===== src/rtl/core/hbht_ram.sv =====
`default_nettype none

module hbht_ram #(
    parameter int WIDTH = 128,
    parameter int DEPTH = 32,
    localparam int AW = $clog2(DEPTH)
) (
    input  wire logic             clk,
    input  wire logic             we,
    input  wire logic [AW-1:0]    waddr,
    input  wire logic [WIDTH-1:0] wdata,
    input  wire logic [AW-1:0]    raddr,
    output logic      [WIDTH-1:0] rdata
);

    logic [WIDTH-1:0] mem [DEPTH];

    always_ff @(posedge clk) begin
        if (we) begin
            mem[waddr] <= wdata;
        end
        rdata <= mem[raddr];
    end

endmodule

`default_nettype wire


===== config.mk =====
export PLATFORM = sky130hd
export DESIGN_NAME = hbht_ram
export DESIGN_NICKNAME = d
export VERILOG_FILES = /design/src/rtl/core/hbht_ram.sv
export SDC_FILE = /design/constraint.sdc
export NUM_CORES = 2
export LEC_CHECK = 0
export BUFFER_PORTS_ARGS = -buffer_cell sky130_fd_sc_hd__buf_4
export CAP_MARGIN = 20
export CORE_MARGIN = 3
export CORE_UTILIZATION = 30
export CTS_CLUSTER_SIZE = 8
export DETAILED_ROUTE_END_ITERATION = 10
export HOLD_SLACK_MARGIN = 0.08
export PLACE_DENSITY_LB_ADDON = 0.1
export SLEW_MARGIN = 20
export SYNTH_ARGS = -nofsm -noshare
export SYNTH_HDL_FRONTEND = slang
export SYNTH_SLANG_ARGS = --single-unit

===== constraint.sdc =====
create_clock -name clk -period 23.1 [get_ports clk]
set_input_delay 5.775 -clock clk [delete_from_list [all_inputs] [get_ports clk]]
set_output_delay 5.775 -clock clk [all_outputs]
set_load 0.1 [all_outputs]

==> results_dict.tcl <==
set metrics [dict create \
    dr_total_vias 74100 \
    clk_pin_slew_worst_paths_ns 0.05 \
    antenna_found_initial 73 \
    outcome "finished clean" \
    synth_area_per_cell_um2 24.1 \
    rows 263 \
    hold_path_class "reg -> reg" \
    rsz0062_at_grt "no" \
    cp_max_fo 57 \
    cpLargestDelayFamily "buffers and inverters" \
    slew_viol_final 0 \
    drc_errors 0 \
    worst_pin_slew_ns 1.14 \
    core_region_area_um2 514000 \
    worstPathArrival_ns 11.09 \
    synth_seq_area_share 0.809 \
    io_pins 268 \
    htreeDepth 6 \
    ys_ff_latch 4224 \
    path_depth 9 \
    holdPathStages 3 \
    first_pass_iters 5 \
    fillers 47100 \
    cp-start-kind "input pin" \
    period_needed_ns 10.18 \
    power.density_nw_per_um2 96.7 \
    cap_violations 0 \
    yosysMostFrequentCell "edfxtp_1" \
    required_ns 24.01 \
    ir_drop_uv 77.5 \
    cts_inserted_buffers 600 \
    cts_setup_buffers 0 \
    grt_max_degree 106 \
    switchingPower_w 0.00399 \
    synthTopCellsByArea "edfxtp_1 79%, mux4_2 14%, o22ai_1 1.8%" \
    cts_sinks 4224 \
    cp_slowest_cell "buf_4" \
    synth_edf_count 4096 \
    drive_gt1_frac 0.285 \
    grt_usage 0.186 \
    critical_path_class "in -> reg" \
    cts_hold_buf 0 \
    dieArea_um2 526000 \
    final_antenna_net_count 0 \
    fin_nets 7312 \
    rrSetupSlack_ns 21.30 \
    setup_slack_ns 12.92 \
    clock_latency_ns 1.05 \
    setup_viol 0 \
    synthesis.nets 6580 \
    setup_tns_ns 0 \
    synth.top_cell.area_share 0.792 \
    cts_tree "built" \
    fin_worst_skew_ns 0.0345 \
    seqPwrFrac 0.483 \
    dp_hpwl_um 242000 \
    drt_iter0_drc 6873 \
    leakage_nw 56.9 \
    start_util 0.302 \
    fin_crit_sh 0.441 \
    end_kind "register" \
    overflow 0 \
    yosys.area.top_type "edfxtp_1" \
    wl_per_cell_um 34.3 \
    port_buffers 267 \
    crit_top_cell "buf_4" \
    cp_cell_sequence "buf_16 > buf_4 > buf_4 > buf_4 > buf_4 > buf_4 > mux4_2 > o22ai_1 > nor4_1" \
    cts_resized 0 \
    clock-root-buffer "clkbuf_16" \
    synthCells 6440 \
    critPathBufInv 6 \
    dp_slack_ns 11.54 \
    max_freq_mhz 98.2 \
    synthesis.area_um2 155000 \
    wirelength_um 497000 \
    grt_pass1_vias 79000 \
    clockBufferDepth 4 \
    viasPerCell 5.11 \
    synth_common_cells "4096 x edfxtp_1, 956 x mux4_2, 444 x o22ai_1" \
    r2r_cells 3 \
    die_x_um 725 \
    synth-main-ff-cell "edfxtp_1" \
    syn2layout_area_growth_pct 18.4 \
    clkPwrFrac 0.463 \
    synth.distinct_cells 28 \
    internal-power_w 0.0138 \
    p_comb_frac 0.053 \
    fin_hold_ws_ns 0.679 \
    swShare 0.224 \
    place.gp.congestion 0.703 \
    relSlewSlack 0.237 \
    synth-warning-count 0 \
    critPathMaxStageDelay_ns 0.83 \
    hold_violations 0 \
    die_h_um 725 \
    grt_pass1_wl_um 683000 \
    async_flop_share 0 \
]
==> worst min-delay path, stage by stage (launching register included) <==
cell and delay, ns:
edfxtp_1 0.31, mux4_2 0.22, a22oi_1 0.06, nand4_1 0.07
==> stage by stage <==
stage                     std cells  utilization  total power, W  area [µm²]
after detailed placement      13500        0.323         0.00972      166000
after floorplan                6440            -         0.00932      155000
after CTS                     14500        0.357          0.0181      184000
after global routing          14500        0.357          0.0184      184000
after global placement        13500        0.323         0.00971      166000
final                         14500        0.357          0.0178      184000
==> metal layers <==
metal,track usage,vias to the layer above,part of all wire
met1,0.245,41700,0.42
li1,-,29700,-
met3,0.0272,699,0.043
met2,0.325,1951,0.51
met5,0,-,0.00032
met4,0.0395,24,0.020
==> layout make-up <==
class | count | area (µm²) | area share
Antenna cell | 26 | 65.1 | 0.000354
Clock buffer | 971 | 16900 | 0.0918
Multi-Input combinational cell | 1864 | 28100 | 0.153
Timing Repair Buffer | 482 | 3950 | 0.0215
Sequential cell | 4224 | 126000 | 0.683
Clock inverter | 43 | 673 | 0.00366
Tap cell | 6890 | 8620 | 0.0469
==> placed cells by master (no fill, tap or decap), types with 15 or more instances in the layout <==
| master | n |
|---|---|
| clkbuf_1 | 348 |
| mux4_2 | 956 |
| nand3_1 | 36 |
| a22oi_1 | 102 |
| nand4_1 | 17 |
| clkinv_8 | 15 |
| buf_12 | 23 |
| diode_2 | 26 |
| clkbuf_16 | 622 |
| nor2_4 | 33 |
| edfxtp_1 | 4096 |
| buf_4 | 455 |
| nor4_1 | 100 |
| dfxtp_1 | 128 |
| o22ai_1 | 444 |
| mux2i_1 | 136 |
==> sequential cells by signal, indices dropped and copies added (netlist names) <==
register	count
rdata	128
mem	4096
==> worst paths after layout <==
path | start | to
min | mem[30][119] | rdata[119]
max reg2reg | mem[20][9] | rdata[9]
max | raddr[0] | rdata[77]
min reg2reg | mem[30][119] | rdata[119]
==> cells by family (layout without fill, tap and decap cells) <==
family          Yosys count  in the layout  synth area share
buf+inv                 352           1496            0.0126
other cells               0             26                 0
flops                  4224           4224             0.809
mux                    1092           1092             0.147
simple gates            226            226           0.00832
compound gates          546            546            0.0228
==> power groups by stage <==
stage / Sequential, W / Clock, W / Combinational [W]
floorplan: 0.00895 / 0 / 0.000372
global placement: 0.00874 / 0 / 0.000968
detailed placement: 0.00874 / 0 / 0.000975
CTS: 0.00860 / 0.00849 / 0.000977
global route: 0.00859 / 0.00881 / 0.00101
finish: 0.00859 / 0.00824 / 0.000950
No activity file was read; power rests on OpenSTA's default activity.
