File: config.mk
export PLATFORM = sky130hd
export DESIGN_NAME = hbht_cmp
export DESIGN_NICKNAME = d
export VERILOG_FILES = /design/src/rtl/core/hbht_pkg.sv /design/src/rtl/core/hbht_cmp.sv
export SDC_FILE = /design/constraint.sdc
export NUM_CORES = 1
export LEC_CHECK = 0
export BUFFER_PORTS_ARGS = -buffer_cell sky130_fd_sc_hd__buf_2
export CELL_PAD_IN_SITES_DETAIL_PLACEMENT = 0
export CELL_PAD_IN_SITES_GLOBAL_PLACEMENT = 2
export CORE_MARGIN = 1
export CORE_UTILIZATION = 18
export DETAILED_ROUTE_END_ITERATION = 6
export GPL_ROUTABILITY_DRIVEN = 0
export MAX_ROUTING_LAYER = met4
export PLACE_DENSITY_LB_ADDON = 0.1
export SYNTH_ARGS = -nofsm -noshare
export SYNTH_HDL_FRONTEND = slang
export SYNTH_SLANG_ARGS = --single-unit
File: constraint.sdc
create_clock -name vclk -period 2.2
set_input_delay 0.33 -clock vclk [all_inputs]
set_output_delay 0.33 -clock vclk [all_outputs]
set_load 0.005 [all_outputs]
File: src/rtl/core/hbht_pkg.sv
`default_nettype none

package hbht_pkg;

    localparam int HEIGHT_W      = 64;
    localparam int AMOUNT_W      = 64;
    localparam int ENTRY_COUNT_W = 6;
    localparam int MODE_W        = 2;
    localparam int S_TDATA_W     = HEIGHT_W + AMOUNT_W;
    localparam int M_TDATA_W     = 3 * 64 + ENTRY_COUNT_W + 2;

    typedef enum logic [MODE_W-1:0] {
        MODE_ADD    = 2'd0,
        MODE_PRUNE  = 2'd1,
        MODE_LOOKUP = 2'd2,
        MODE_LIST   = 2'd3
    } mode_t;

    typedef struct packed {
        logic [HEIGHT_W-1:0] height;
        logic [AMOUNT_W-1:0] amount;
    } entry_t;

    typedef struct packed {
        logic lt;
        logic eq;
        logic le;
        logic amt_ge;
        logic amt_eq;
    } cmp_res_t;

    typedef enum logic [3:0] {
        ST_IDLE,
        ST_SCAN,
        ST_DECIDE,
        ST_MOVE,
        ST_PUT,
        ST_STAT,
        ST_RESP,
        ST_LREAD,
        ST_LLOAD,
        ST_LWAIT
    } state_t;

endpackage

`default_nettype wire

File: src/rtl/core/hbht_cmp.sv
`default_nettype none

module hbht_cmp (
    input  wire hbht_pkg::entry_t         entry,
    input  wire logic [63:0]              key_height,
    input  wire logic [63:0]              key_amount,
    output hbht_pkg::cmp_res_t            res
);

    import hbht_pkg::*;

    always_comb begin
        res.lt     = entry.height < key_height;
        res.eq     = entry.height == key_height;
        res.le     = res.lt | res.eq;
        res.amt_ge = entry.amount >= key_amount;
        res.amt_eq = entry.amount == key_amount;
    end

endmodule

`default_nettype wire

==> run summary, run 1 <==
status: finished, violations left
failing checks: negative setup slack
share of cells above drive strength 1: 45.8%
Post-DRT Antenna Nets: 0
Post-Route WL: 11.3 mm
max-cap violation count: 0
worst setup path class: in -> out
maximum clock rate: 393 MHz
grt total ovfl: 0
Hold Crit Depth: 6
Slew Viols, Final: 0
fillers: 1974
PortBufs: 261
HP Class: in -> out
Initial DRT Pass Iterations: 4
uppermost layer routed: met4
PwrDens: 160 mW/mm^2
VDD IR-drop max: 0.0576 mV
YS warnings: 0
WL met2: 5.73 mm
Synth-to-Final Area Change: 66.9%
crit-path max FO: 2
die area: 0.0188 mm^2
Reg area: 0 um^2
Critical Path Start Type: primary input
Slew @ Worst Pin: 0.326 ns
vias in the first global route: 4031
core box area: 0.0179 mm^2
final hold violations: 0
Distinct cells, synth: 38
initial core utilization: 18.3%
metal1 wirelength: 4.76 mm
slew margin rel.: 78.0%
Setup violations, final: 4
Avg WL per Cell: 11.6 um
Post-Syn Instances: 459
initial antenna violation count: 2
Slowest cell on crit path: or4_4
worst endpoint required time: 1.87 ns
clkbuf count: 0
Vias: 3985
cell leakage power: 3.36 nW
post-route minimum period: 2.55 ns
Post-layout nets: 1137
num rows: 49
initial drt markers: 50
Hold Startpoint: entry[127]
Placed Cells: 972
Detailed Place HPWL: 10.7 mm
CP arrival: 2.22 ns
die height: 137 um
RSZ-0062 raised after global routing: yes
fin util: 30.6%
Crit path largest cell delay: 0.54 ns
crit path launch: key_amount[62]
CP Capture Type: output pin
Tcrit/Tclk final: 116%
post-layout worst setup margin: -0.347 ns
syn nets: 843
top-level I/O count: 261
DR WL met3: 743 um
largest net degree at the start of global routing: 5
post-synthesis sequential area ratio: 0%
first-pass GRT wire length: 17.2 mm
num sequential: 0
syn_area_per_cell: 7.15 um^2
post-synthesis cell area: 0.00328 mm^2
worst path cell trace: buf_6 -> inv_4 -> ha_4 -> and4_4 -> nand4_4 -> nor4_4 -> nand3_2 -> or4_4 -> o221ai_2 -> buf_2
Die X: 137 um
Final Instance Count excl. Fillers: 982
Worst Setup EP: res[1]
Vias/cell: 4.06
Overall Global Routing Usage: 11.6%
detailed-route DRC error count: 0
metrics by stage:
stage          hold WS, ns  power [mW]  setup slack, ns  instance area [um^2]  setup TNS [ns]
4_1_cts               1.22       0.880           -0.379                  5410           -1.26
3_5_place_dp          1.25       0.807           -0.395                  5070           -1.55
3_3_place_gp          1.24       0.803           -0.367                  5070           -1.44
2_1_floorplan        0.933       0.422          -0.0273                  3310         -0.0273
5_1_grt               1.19        1.02           -0.441                  5480           -1.64
6_report              1.18       0.878           -0.347                  5480           -1.06
how the worst min path moves through the flow:
stage | to | slack, ns
after floorplan | res[4] | 0.93
after global placement | res[4] | 1.24
after detailed placement | res[4] | 1.25
after CTS | res[4] | 1.22
after global routing | res[4] | 1.19
final | res[4] | 1.18
report_power, final:
part	leakage [nW]	internal (mW)	total, mW	switching [mW]
Sequential	0	0	0	0
Combinational	3.36	0.486	0.878	0.391
Clock	0.0000127	0.000000122	0.000000122	0
area by class of cell:
type	instances	area, um^2	share of cell area [%]
Multi-Input combinational cell	326	3040	55.5
Tap cell	229	287	5.23
Inverter	133	507	9.26
Antenna cell	2	5.00	0.0914
Timing Repair Buffer	292	1640	29.9
worst max-delay path, delay by kind of cell:
kind            cells  cell delay, ns
simple gates        5            1.24
compound gates      1            0.15
buf+inv             3            0.24
fa+ha+maj           1            0.25
layer usage:
metal	GRT usage [%]	vias up
met4	1.34	0
met5	-	-
met2	22.0	134
met1	13.4	1674
met3	1.00	6
li1	-	2171
kinds of logic (layout without fill, tap and decap cells):
family          after synthesis  in the layout  synth area share, %
simple gates                 91             91                 15.7
other cells                   0              2                    0
fa+ha+maj                   128            128                 48.8
compound gates              107            107                 20.3
buf+inv                     133            425                 15.2
layout by cell type (no fill, tap or decap), types with 2 or more instances in the layout:
master	n
ha_1	113
a21oi_1	48
nor2_1	10
o21ai_0	15
inv_1	118
o211ai_1	3
buf_2	245
inv_2	12
nand4_1	18
ha_4	15
a221oi_1	4
nand2_1	35
diode_2	2
buf_4	31
a21o_1	17
inv_4	3
nor2b_1	2
a211oi_1	2
nand3_1	3
nor3_1	4
nand3_2	2
nand2b_1	2
nor4_4	3
o21a_1	3
buf_6	16
a221oi_2	2
o21ai_1	2
nor4_2	3
synth_stat cells (all sizes together) (2+ instances only):
cell type	instances	area share, %
ha	128	49
a221oi	6	1.6
inv	133	15
nor3	5	0.76
o21ai	17	2.6
nand2	35	4.0
o211ai	3	0.69
a21oi	49	7.5
nor2b	2	0.38
a21o	18	4.2
nand2b	2	0.38
nor2	11	1.3
nand4	20	4.5
a211oi	2	0.46
nand3	5	0.92
o21a	3	0.69
nor4	6	2.3
timing repair:
item	in CTS	in global routing
resized for setup	50	8
setup endpoints to repair	5	5
pin swaps	19	7
buffers inserted	5	3
hold endpoints to repair	0	0
hold buffers	0	0
(Power assumes the default switching activity.)
==> run 2: changes to the inputs <==
--- a/config.mk
+++ b/config.mk
@@ -5,6 +5,7 @@
 export SDC_FILE = /design/constraint.sdc
 export NUM_CORES = 1
 export LEC_CHECK = 0
+export ABC_AREA = 1
 export BUFFER_PORTS_ARGS = -buffer_cell sky130_fd_sc_hd__buf_2
 export CELL_PAD_IN_SITES_DETAIL_PLACEMENT = 0
 export CELL_PAD_IN_SITES_GLOBAL_PLACEMENT = 2
==> run 2 against run 1 <==
Effect of this change: the flow now finishes without violations; worst hold slack improved by 0.15 ns; first-iteration DRC count rose by 10%; core utilization fell by 3.1 points; global-route usage fell by 0.52 points; cell count rose by 6.4%; via count rose by 1.5%.
==> run summary, run 2 <==
PortBufs: 261
Combinational Power Share: 100.0%
Worst Setup EP: res[1]
post-layout worst setup margin: 0.156 ns
Setup TNS: 0 ns
most common cell after layout, fill and taps aside: buf_2
Detailed Place HPWL: 10.8 mm
Avg WL per Cell: 10.6 um
Crit path largest cell delay: 0.28 ns
Slew @ Worst Pin: 0.242 ns
Reg area: 0 um^2
DR WL met3: 692 um
initial drt markers: 55
final hold violations: 0
WL met2: 5.36 mm
YS warnings: 0
post-synthesis sequential area ratio: 0%
Tcrit/Tclk final: 92.9%
num rows: 50
cell leakage power: 3.37 nW
switch share: 49.0%
PwrDens: 155 mW/mm^2
Hold Buf Count CTS: 0
Post-DRT Antenna Nets: 0
Critical Path Start Type: primary input
maximum clock rate: 489 MHz
post-synthesis cell area: 0.00345 mm^2
Die X: 140 um
die height: 140 um
syn_area_per_cell: 6.30 um^2
Distinct cells, synth: 26
Int Power: 0.408 mW
HP Class: in -> out
Seq pwr share: 0%
detailed-route DRC error count: 0
core box area: 0.0188 mm^2
Synth area leader: ha_1
top cells by area, synth: ha_1, inv_1, nand2_1
most common cell in the netlist: inv_1
top cell type's share of synthesized area: 46.4%
top-level I/O count: 261
switching power: 0.393 mW
Setup violations, final: 0
VDD IR-drop max: 0.0495 mV
crit path launch: key_amount[11]
clkbuf count: 0
dpl ws: -0.107 ns
Synth-to-Final Area Change: 49.5%
Vias: 4046
CP Capture Type: output pin
Post-Syn Instances: 547
fin util: 27.5%
grt total ovfl: 0
max-cap violation count: 0
largest net degree at the start of global routing: 4
share of cells above drive strength 1: 37.0%
Vias/cell: 3.87
crit-path max FO: 2
initial antenna violation count: 1
post-route minimum period: 2.04 ns
RSZ-0062 raised after global routing: no
Overall Global Routing Usage: 11.1%
die area: 0.0197 mm^2
syn nets: 931
uppermost layer routed: met4
first-pass GRT wire length: 17.6 mm
Initial DRT Pass Iterations: 4
Final Cell Area: 0.00515 mm^2
Slew Viols, Final: 0
Post-Route WL: 11.1 mm
metal1 wirelength: 5.01 mm
Post-layout nets: 1196
CP arrival: 1.71 ns
Clock power frac: 0%
worst path cell trace: buf_2 -> inv_1 -> ha_1 -> nand2_1 -> nor2_1 -> and2_4 -> nand3_4 -> nor2_2 -> nand2_2 -> nand3_2 -> nor2_1 -> nand2_1 -> buf_2
Synth top cells by count: inv_1, ha_1, nand2_1, a21oi_1, nor2_1
worst endpoint required time: 1.87 ns
worst setup path class: in -> out
status: completed
most frequent cells in the layout: buf_2, inv_1, ha_1
Slowest cell on crit path: ha_1
num sequential: 0
Post-CTS Setup Bufs: 0
placed instance area: 0.00508 mm^2
slew margin rel.: 83.7%
vias in the first global route: 4094
initial core utilization: 18.4%
[run 2: layout make-up]
class	instances	area, um^2
fill	2172	13600
timing repair buffer	263	1320
multi-input combinational	393	2960
antenna	1	2.50
tap	234	293
inverter	154	578
[run 2: worst min-delay path by stage]
stage	start	to	slack (ns)	cells after the start
floorplan	entry[23]	res[1]	1.08	7
global placement	entry[63]	res[1]	1.34	9
detailed placement	entry[63]	res[1]	1.33	9
CTS	entry[63]	res[1]	1.33	9
global route	entry[63]	res[1]	1.36	9
finish	entry[63]	res[1]	1.32	9
[run 2: repair_timing]
item | in CTS | in global routing
setup endpoints to repair | 3 | 3
pin swaps | 0 | 7
gates resized for setup | 2 | 16
[run 2: routing by layer]
layer	vias up	GRT usage [%]
li1	2274	-
met1	1636	13.3
met2	134	20.7
met3	2	1.30
met4	0	0.174
met5	-	-
[run 2: power groups by stage]
stage	combinational, mW	sequential [mW]	clock [mW]
floorplan	0.445	0	0
global placement	0.790	0	0
detailed placement	0.795	0	0
CTS	0.803	0	0
global route	0.948	0	0.0000000607
finish	0.801	0	0.0000000607
[run 2: cells by family after synthesis]
logic type | count (synthesis) | share of synthesized area (%)
simple gates | 183 | 24.5
buf+inv | 154 | 16.8
fa+ha+maj | 128 | 46.4
compound gates | 82 | 12.3
[run 2: metrics by stage]
stage                     hold slack (ns)  power (mW)  std cells
after floorplan                      1.08       0.445        547
after global placement               1.34       0.790       1046
after detailed placement             1.33       0.795       1046
after CTS                            1.33       0.803       1046
after global routing                 1.36       0.948       1045
final                                1.32       0.801       1045
[run 2: critical path, delay by kind of cell]
family	cells	cell delay (ns)
fa+ha+maj	1	0.28
buf+inv	3	0.22
simple gates	9	0.89
==> run 3: changes to the inputs <==
--- a/config.mk
+++ b/config.mk
@@ -5,7 +5,6 @@
 export SDC_FILE = /design/constraint.sdc
 export NUM_CORES = 1
 export LEC_CHECK = 0
-export ABC_AREA = 1
 export BUFFER_PORTS_ARGS = -buffer_cell sky130_fd_sc_hd__buf_2
 export CELL_PAD_IN_SITES_DETAIL_PLACEMENT = 0
 export CELL_PAD_IN_SITES_GLOBAL_PLACEMENT = 2
@@ -13,6 +12,7 @@
 export CORE_UTILIZATION = 18
 export DETAILED_ROUTE_END_ITERATION = 6
 export GPL_ROUTABILITY_DRIVEN = 0
+export GPL_TIMING_DRIVEN = 0
 export MAX_ROUTING_LAYER = met4
 export PLACE_DENSITY_LB_ADDON = 0.1
 export SYNTH_ARGS = -nofsm -noshare
==> run 3 against run 2 <==
Effect of this change: the run now ends with negative setup slack left; critical path depth decreased by 4; die area fell by 4.8%; fmax is 21% lower; global-route usage is 0.17 points higher; sequential cell count did not move; core utilization increased by 2.3 points; worst setup slack got worse by 0.54 ns; count of clock-buffer cells in the layout unchanged; routed wire length increased by 0.82%; design area rose by 3.3%; via count is 4.3% lower; combinational power is 4.7% higher; critical path type unchanged; highest routed layer is now met3.
==> run summary, run 3 (same netlist as run 1, synthesis figures left out) <==
die area: 0.0188 mm^2
Ant. Diodes: 0
Synth-to-Final Area Change: 62.4%
HP Class: in -> out
Pwr Total: 0.839 mW
worst path cell trace: buf_2 -> ha_4 -> nand4_1 -> nor4_4 -> nand4_1 -> a311oi_2 -> nor4_2 -> or2_1 -> buf_2
worst endpoint required time: 1.87 ns
crit path launch: entry[121]
initial drt markers: 83
Hold Startpoint: entry[63]
initial antenna violation count: 0
final hold violations: 0
num sequential: 0
core box area: 0.0179 mm^2
grt total ovfl: 0
Die X: 137 um
Vias/cell: 4.05
vias in the first global route: 3759
share of cells above drive strength 1: 44.0%
maximum clock rate: 388 MHz
post-layout worst setup margin: -0.379 ns
Overall Global Routing Usage: 11.2%
top-level I/O count: 261
Post-Route WL: 11.2 mm
RSZ-0062 raised after global routing: yes
slew margin rel.: 78.6%
Tcrit/Tclk final: 117%
Final Instance Count excl. Fillers: 957
max-cap violation count: 0
VDD IR-drop max: 0.0530 mV
failing checks: negative setup slack
worst setup path class: in -> out
first-pass GRT wire length: 16.7 mm
most common cell after layout, fill and taps aside: buf_2
largest net degree at the start of global routing: 5
die height: 137 um
Detailed Place HPWL: 10.5 mm
CP Capture Type: output pin
clkbuf count: 0
Post-DRT Antenna Nets: 0
Reg area: 0 um^2
PortBufs: 261
Avg WL per Cell: 11.7 um
Placed Cells: 949
Final Cell Area: 0.00533 mm^2
Slowest cell on crit path: nor4_4
placed instance area: 0.00490 mm^2
Vias: 3874
initial core utilization: 18.3%
Top Family by Delay on Critical Path: simple AND/OR/NAND/NOR gates
most frequent cells in the layout: buf_2, inv_1, ha_1
Critical Path Start Type: primary input
Setup violations, final: 5
detailed-route DRC error count: 0
Slew Viols, Final: 0
PwrDens: 158 mW/mm^2
WP buf/inv: 2
fin util: 29.8%
Post-layout nets: 1114
Crit path largest cell delay: 0.37 ns
Initial DRT Pass Iterations: 4
num rows: 49
crit-path max FO: 3
status: finished, violations left
Slew @ Worst Pin: 0.319 ns
CP arrival: 2.25 ns
cell leakage power: 3.28 nW
post-route minimum period: 2.58 ns
==> run 3: power by group <==
part	total [mW]	switching (mW)	internal, mW
registers	0	0	0
logic	0.839	0.388	0.451
clock network	0	0	0
total	0.839	0.388	0.451
==> run 3: final timing paths <==
| check | to | slack (ns) | cells past startpoint |
|---|---|---|---|
| max | res[2] | -0.38 | 9 |
| min | res[1] | 1.27 | 7 |
==> run 3: routing by layer <==
layer  vias up  wire, um  global-route usage, %
met5         -         0                      -
met4         0         0                      0
met3         0       670                   1.00
met2       126      5630                   20.9
met1      1627      4880                   13.8
li1       2121         -                      -
==> run 3: repair_timing <==
action,4_1_cts,5_1_grt
pin swaps,10,16
setup buffers,4,4
cloned,0,0
endpoints found under the hold margin,0,0
hold buffers,0,0
gates resized for setup,36,22
endpoints found under the setup margin,5,5
==> run 3: final cells by class <==
type               count  area, um^2
multi-input cells    326        3080
fillers             1976       12600
inverters            133         507
repair buffers       269        1450
well taps            229         287
==> run 3: metrics by stage <==
| stage | setup WS (ns) | hold WS [ns] | setup TNS (ns) |
|---|---|---|---|
| floorplan | -0.0273 | 0.933 | -0.0273 |
| global placement | -0.552 | 1.26 | -2.00 |
| detailed placement | -0.546 | 1.26 | -2.03 |
| CTS | -0.403 | 1.27 | -1.50 |
| global route | -0.492 | 1.31 | -1.99 |
| finish | -0.379 | 1.27 | -1.41 |
